File: config.mk
export PLATFORM = sky130hd
export DESIGN_NAME = ima_fifo
export DESIGN_NICKNAME = d
export VERILOG_FILES = /design/src/rtl/ima_pkg.sv /design/src/rtl/ima_fifo.sv
export SDC_FILE = /design/constraint.sdc
export NUM_CORES = 1
export LEC_CHECK = 0
export BUFFER_PORTS_ARGS = -buffer_cell sky130_fd_sc_hd__buf_2
export CAP_MARGIN = 20
export CORE_MARGIN = 3
export CORE_UTILIZATION = 48
export CTS_CLUSTER_DIAMETER = 200
export DETAILED_ROUTE_END_ITERATION = 16
export GPL_ROUTABILITY_DRIVEN = 0
export PLACE_DENSITY = 0.82
export SLEW_MARGIN = 0
export SYNTH_ARGS = -nofsm -noshare
export SYNTH_HDL_FRONTEND = slang
export SYNTH_SLANG_ARGS = --single-unit
File: constraint.sdc
create_clock -name clk -period 2.9 [get_ports clk]
set_input_delay 0.145 -clock clk [delete_from_list [all_inputs] [get_ports clk]]
set_output_delay 0.145 -clock clk [all_outputs]
set_load 0.005 [all_outputs]
File: src/rtl/ima_pkg.sv
package ima_pkg;

	localparam int INDEX_BITS_DEF = 10;
	localparam int IDX_MAX_BITS   = 16;
	localparam int NUM_SUMS       = 10;
	localparam int FIFO_DEPTH     = 4;
	localparam int CFG_IDX_BITS   = 3;

	localparam logic [CFG_IDX_BITS-1:0] REG_USE_MASK = 3'd0;
	localparam logic [CFG_IDX_BITS-1:0] REG_ROW_X    = 3'd1;
	localparam logic [CFG_IDX_BITS-1:0] REG_ROW_Y    = 3'd2;
	localparam logic [CFG_IDX_BITS-1:0] REG_ROW_Z    = 3'd3;
	localparam logic [CFG_IDX_BITS-1:0] REG_CENTRE_X = 3'd4;
	localparam logic [CFG_IDX_BITS-1:0] REG_CENTRE_Y = 3'd5;
	localparam logic [CFG_IDX_BITS-1:0] REG_CENTRE_Z = 3'd6;

	localparam logic [63:0] ROW_X_RESET = 64'd256;
	localparam logic [63:0] ROW_Y_RESET = 64'd16777216;
	localparam logic [63:0] ROW_Z_RESET = 64'd1099511627776;

	typedef struct packed {
		logic                    use_mask;
		logic [2:0][63:0]        row;
		logic [2:0][23:0]        centre;
	} cfg_t;

	typedef struct packed {
		logic [IDX_MAX_BITS-1:0] i;
		logic [IDX_MAX_BITS-1:0] j;
		logic [IDX_MAX_BITS-1:0] k;
		logic signed [15:0]      sample;
		logic                    counted;
		logic                    last;
	} entry_t;

	// Clamp a wide signed value to the signed 64-bit range.
	function automatic logic signed [63:0] sat64(input logic signed [127:0] v);
		logic signed [63:0] r;
		if (v > 128'sh7fffffffffffffff)
			r = 64'sh7fffffffffffffff;
		else if (v < -128'sh8000000000000000)
			r = 64'sh8000000000000000;
		else
			r = v[63:0];
		return r;
	endfunction

	function automatic logic signed [63:0] add_sat(input logic signed [63:0] a,
			input logic signed [63:0] b);
		logic signed [64:0] s;
		logic signed [63:0] r;
		s = 65'(a) + 65'(b);
		if (s[64] != s[63])
			r = s[64] ? 64'sh8000000000000000 : 64'sh7fffffffffffffff;
		else
			r = s[63:0];
		return r;
	endfunction

endpackage

File: src/rtl/ima_fifo.sv
module ima_fifo import ima_pkg::*; #(
	parameter int DEPTH = FIFO_DEPTH
) (
	input  logic   clk,
	input  logic   arst_n,
	input  logic   push,
	input  entry_t push_data,
	input  logic   pop,
	output entry_t pop_data,
	output logic   full,
	output logic   empty
);

	localparam int AW = (DEPTH > 1) ? $clog2(DEPTH) : 1;

	entry_t           mem_q [DEPTH];
	logic [AW-1:0]    wr_q;
	logic [AW-1:0]    rd_q;
	logic [AW:0]      cnt_q;
	logic             do_pop;
	logic             do_push;

	assign full     = (cnt_q == (AW+1)'(DEPTH));
	assign empty    = (cnt_q == '0);
	assign do_pop   = pop && !empty;
	assign do_push  = push && !full;
	assign pop_data = mem_q[rd_q];

	always_ff @(posedge clk) begin
		if (do_push)
			mem_q[wr_q] <= push_data;
	end

	always_ff @(posedge clk or negedge arst_n) begin
		if (!arst_n) begin
			wr_q  <= '0;
			rd_q  <= '0;
			cnt_q <= '0;
		end else begin
			if (do_push)
				wr_q <= (wr_q == AW'(DEPTH-1)) ? '0 : wr_q + 1'b1;
			if (do_pop)
				rd_q <= (rd_q == AW'(DEPTH-1)) ? '0 : rd_q + 1'b1;
			cnt_q <= cnt_q + (AW+1)'(do_push) - (AW+1)'(do_pop);
		end
	end

endmodule

==> flow_summary.yaml <==
critical_path:
  rr_endpoint: "cnt_q[2]"
  rr_worst_depth: 9
  r2r_start: "cnt_q[1]"
  cp-end-kind: "output pin"
  arrival_ps: 2220
  crit_start: "rd_q[1]"
  critPathMaxFanout: 68
  startpoint_type: "register"
  path_class: "register to output pin"
  crit_required_ps: 2760
  crit_end: "pop_data[37]"
  reg2reg_slack_ps: 680
clock_network:
  cts.path.max_buffers: 3
  cts.sinks: 271
  cts_tree: "built"
  clk_pin_slew_ps: 60
  cts_made_buffers: 26
  post_cts_buffers: 0
  cts_resized: 0
  insertion_delay_ps: 510
  cts_root_buf: "clkbuf_16"
  cts.htree.levels: 1
sta:
  fin_skew_ps: 11.4
  rsz0062_at_grt: "no"
  timing.slew.headroom_pct: 34.3
  setup_slack_ps: 532
  setup_tns_ps: 0
  fmax_ghz: 0.422
  fin_crit_ps: 2370
  finalCritPeriodShare_pct: 81.7
  worst_pin_slew_ps: 985
  drv_slew: 0
  setup_viol: 0
  hold_viol_final: 0
global_routing:
  grt_pass1_wl_um: 29200
  overflow: 0
  grt_pass1_vias: 5140
  grtUsageTotal_pct: 17.0
  grt_max_degree: 69
  antenna_found_initial: 0
synthesis:
  synth.most_common_cell: "edfxtp_1"
  synth_ff_type: "edfxtp_1"
  yosys_warnings: 0
  synthTopCellsByArea: "edfxtp_1 79%, mux4_2 15%, dfrtp_1 1.8%"
  synth_top_cell_area_share_pct: 79.4
  synth.avg_cell_area_um2: 26.0
  synth_cell_types: 21
  ys_async_sr_fraction_pct: 2.58
  yosysSeqAreaShare_pct: 81.2
  synth_edf_count: 264
  syn_nets: 462
  synth_cells: 384
  ys_seq_elements: 271
  synth_top_area_cell: "edfxtp_1"
  ys_top_cells_by_count: "264 x edfxtp_1, 66 x mux4_2, 7 x dfrtp_1, 7 x ha_1, 7 x inv_1"
  synth_area_um2: 9980
routing:
  wl_per_cell_um: 21.3
  num_vias: 4768
  via_per_inst: 5.30
  ant_nets: 0
  drc: 0
  firstDrtPassIters: 4
  drt_wl_total_um: 19100
  initialDrtViolationCount: 327
die:
  fp-row-count: 52
  die_area_um2: 22600
  die_w_um: 150
  core_area_um2: 20300
  start_util_pct: 49.2
  ios: 138
  die_y_um: 150
worst_hold_path:
  hold_class: "primary input to register"
  holdPathStages: 3
power_and_ir_drop:
  leakage_nw: 4.35
  p_per_area_nw_per_um2: 954
  peakVddDrop_uv: 735
run_status:
  status: "complete, no violations"
finish:
  drive_gt1_share_pct: 40.9
  antennaDiodeCount: 0
  nets: 690
  area_delta_synth_final_pct: 25.4
place:
  post-dp-hpwl_um: 11400
  numPortBuffers: 137
  preCtsSetupSlack_ps: 707
run:
  max_cap_violations: 0
-- layer usage --
metal | vias up | GRT usage [%] | wire length [um]
li1 | 2090 | - | -
met2 | 165 | 29.6 | 9890
met1 | 2483 | 22.7 | 7800
met4 | 0 | 4.25 | 379
met3 | 30 | 3.01 | 1070
met5 | - | 0 | 0
-- state kept, by name, indices dropped and copies added, names as in the netlist --
register	flops
mem_q	264
cnt_q	3
wr_q	2
rd_q	2
-- metrics by stage --
step	area, um^2	utilization [%]	hold WS (ps)	cells	power (mW)
6_report	12500	61.6	87.7	899	11.9
5_1_grt	12500	61.6	99.6	899	12.5
4_1_cts	12500	61.6	67.3	899	12.1
3_5_place_dp	11000	54.3	-6.57	785	8.82
3_3_place_gp	11000	54.3	-19.6	785	8.68
2_1_floorplan	9980	-	-151	384	7.55
-- kinds of logic after synthesis --
| group | share of synthesized area, % |
|---|---|
| buffers and inverters | 1.59 |
| AOI/OAI and AO/OA | 0.0627 |
| and+or+nand+nor | 0.664 |
| muxes | 15.2 |
| DFF | 81.2 |
| adders and majority gates | 1.08 |
| xor gates and xnor gates | 0.176 |
-- cell usage in the layout (no fill, tap or decap), types with 2 or more instances in the layout --
cell and instances:
nor2_1 2, clkbuf_16 27, inv_1 7, mux4_2 66, clkinv_1 3, dfrtp_1 5, buf_12 5, xnor2_1 2
mux2_2 3, edfxtp_1 264, dfrtp_4 2, and2_4 4, dlygate4sd3_1 69, clkinv_2 6, clkbuf_1 7, buf_4 4
ha_1 7, bufinv_16 2, buf_2 137
-- what timing repair did --
action                                  4_1_cts  5_1_grt
hold buffers                                 69        0
hold endpoints to repair                    272        0
endpoints found under the setup margin        0        0
-- worst min-delay path by stage --
stage	startpoint	to	slack [ps]
3_3_place_gp	arst_n	cnt_q[0]	-20
6_report	pop	rd_q[1]	90
3_5_place_dp	arst_n	wr_q[1]	-7
2_1_floorplan	arst_n	cnt_q[0]	-150
4_1_cts	pop	rd_q[1]	70
5_1_grt	pop	rd_q[1]	100
-- layout make-up --
class                      count  area, um^2
clock inverter                11         101
inverter                       7        26.3
timing repair buffer         215        1510
clock buffer                  34         702
tap                          270         338
sequential                   271        8110
fill                        1394        7790
multi-input combinational     91        1730
-- worst max-delay path: stages, from the launching register on --
cell and delay [ps]:
dfrtp_4 1050, mux4_2 460, buf_2 150
-- power by group --
group	switching [mW]	internal, mW	leakage, nW
Combinational	1.49	1.69	1.45
Clock	1.32	1.87	0.397
Sequential	0.402	5.16	2.50
Note: power is estimated with default switching activity, not from simulation.
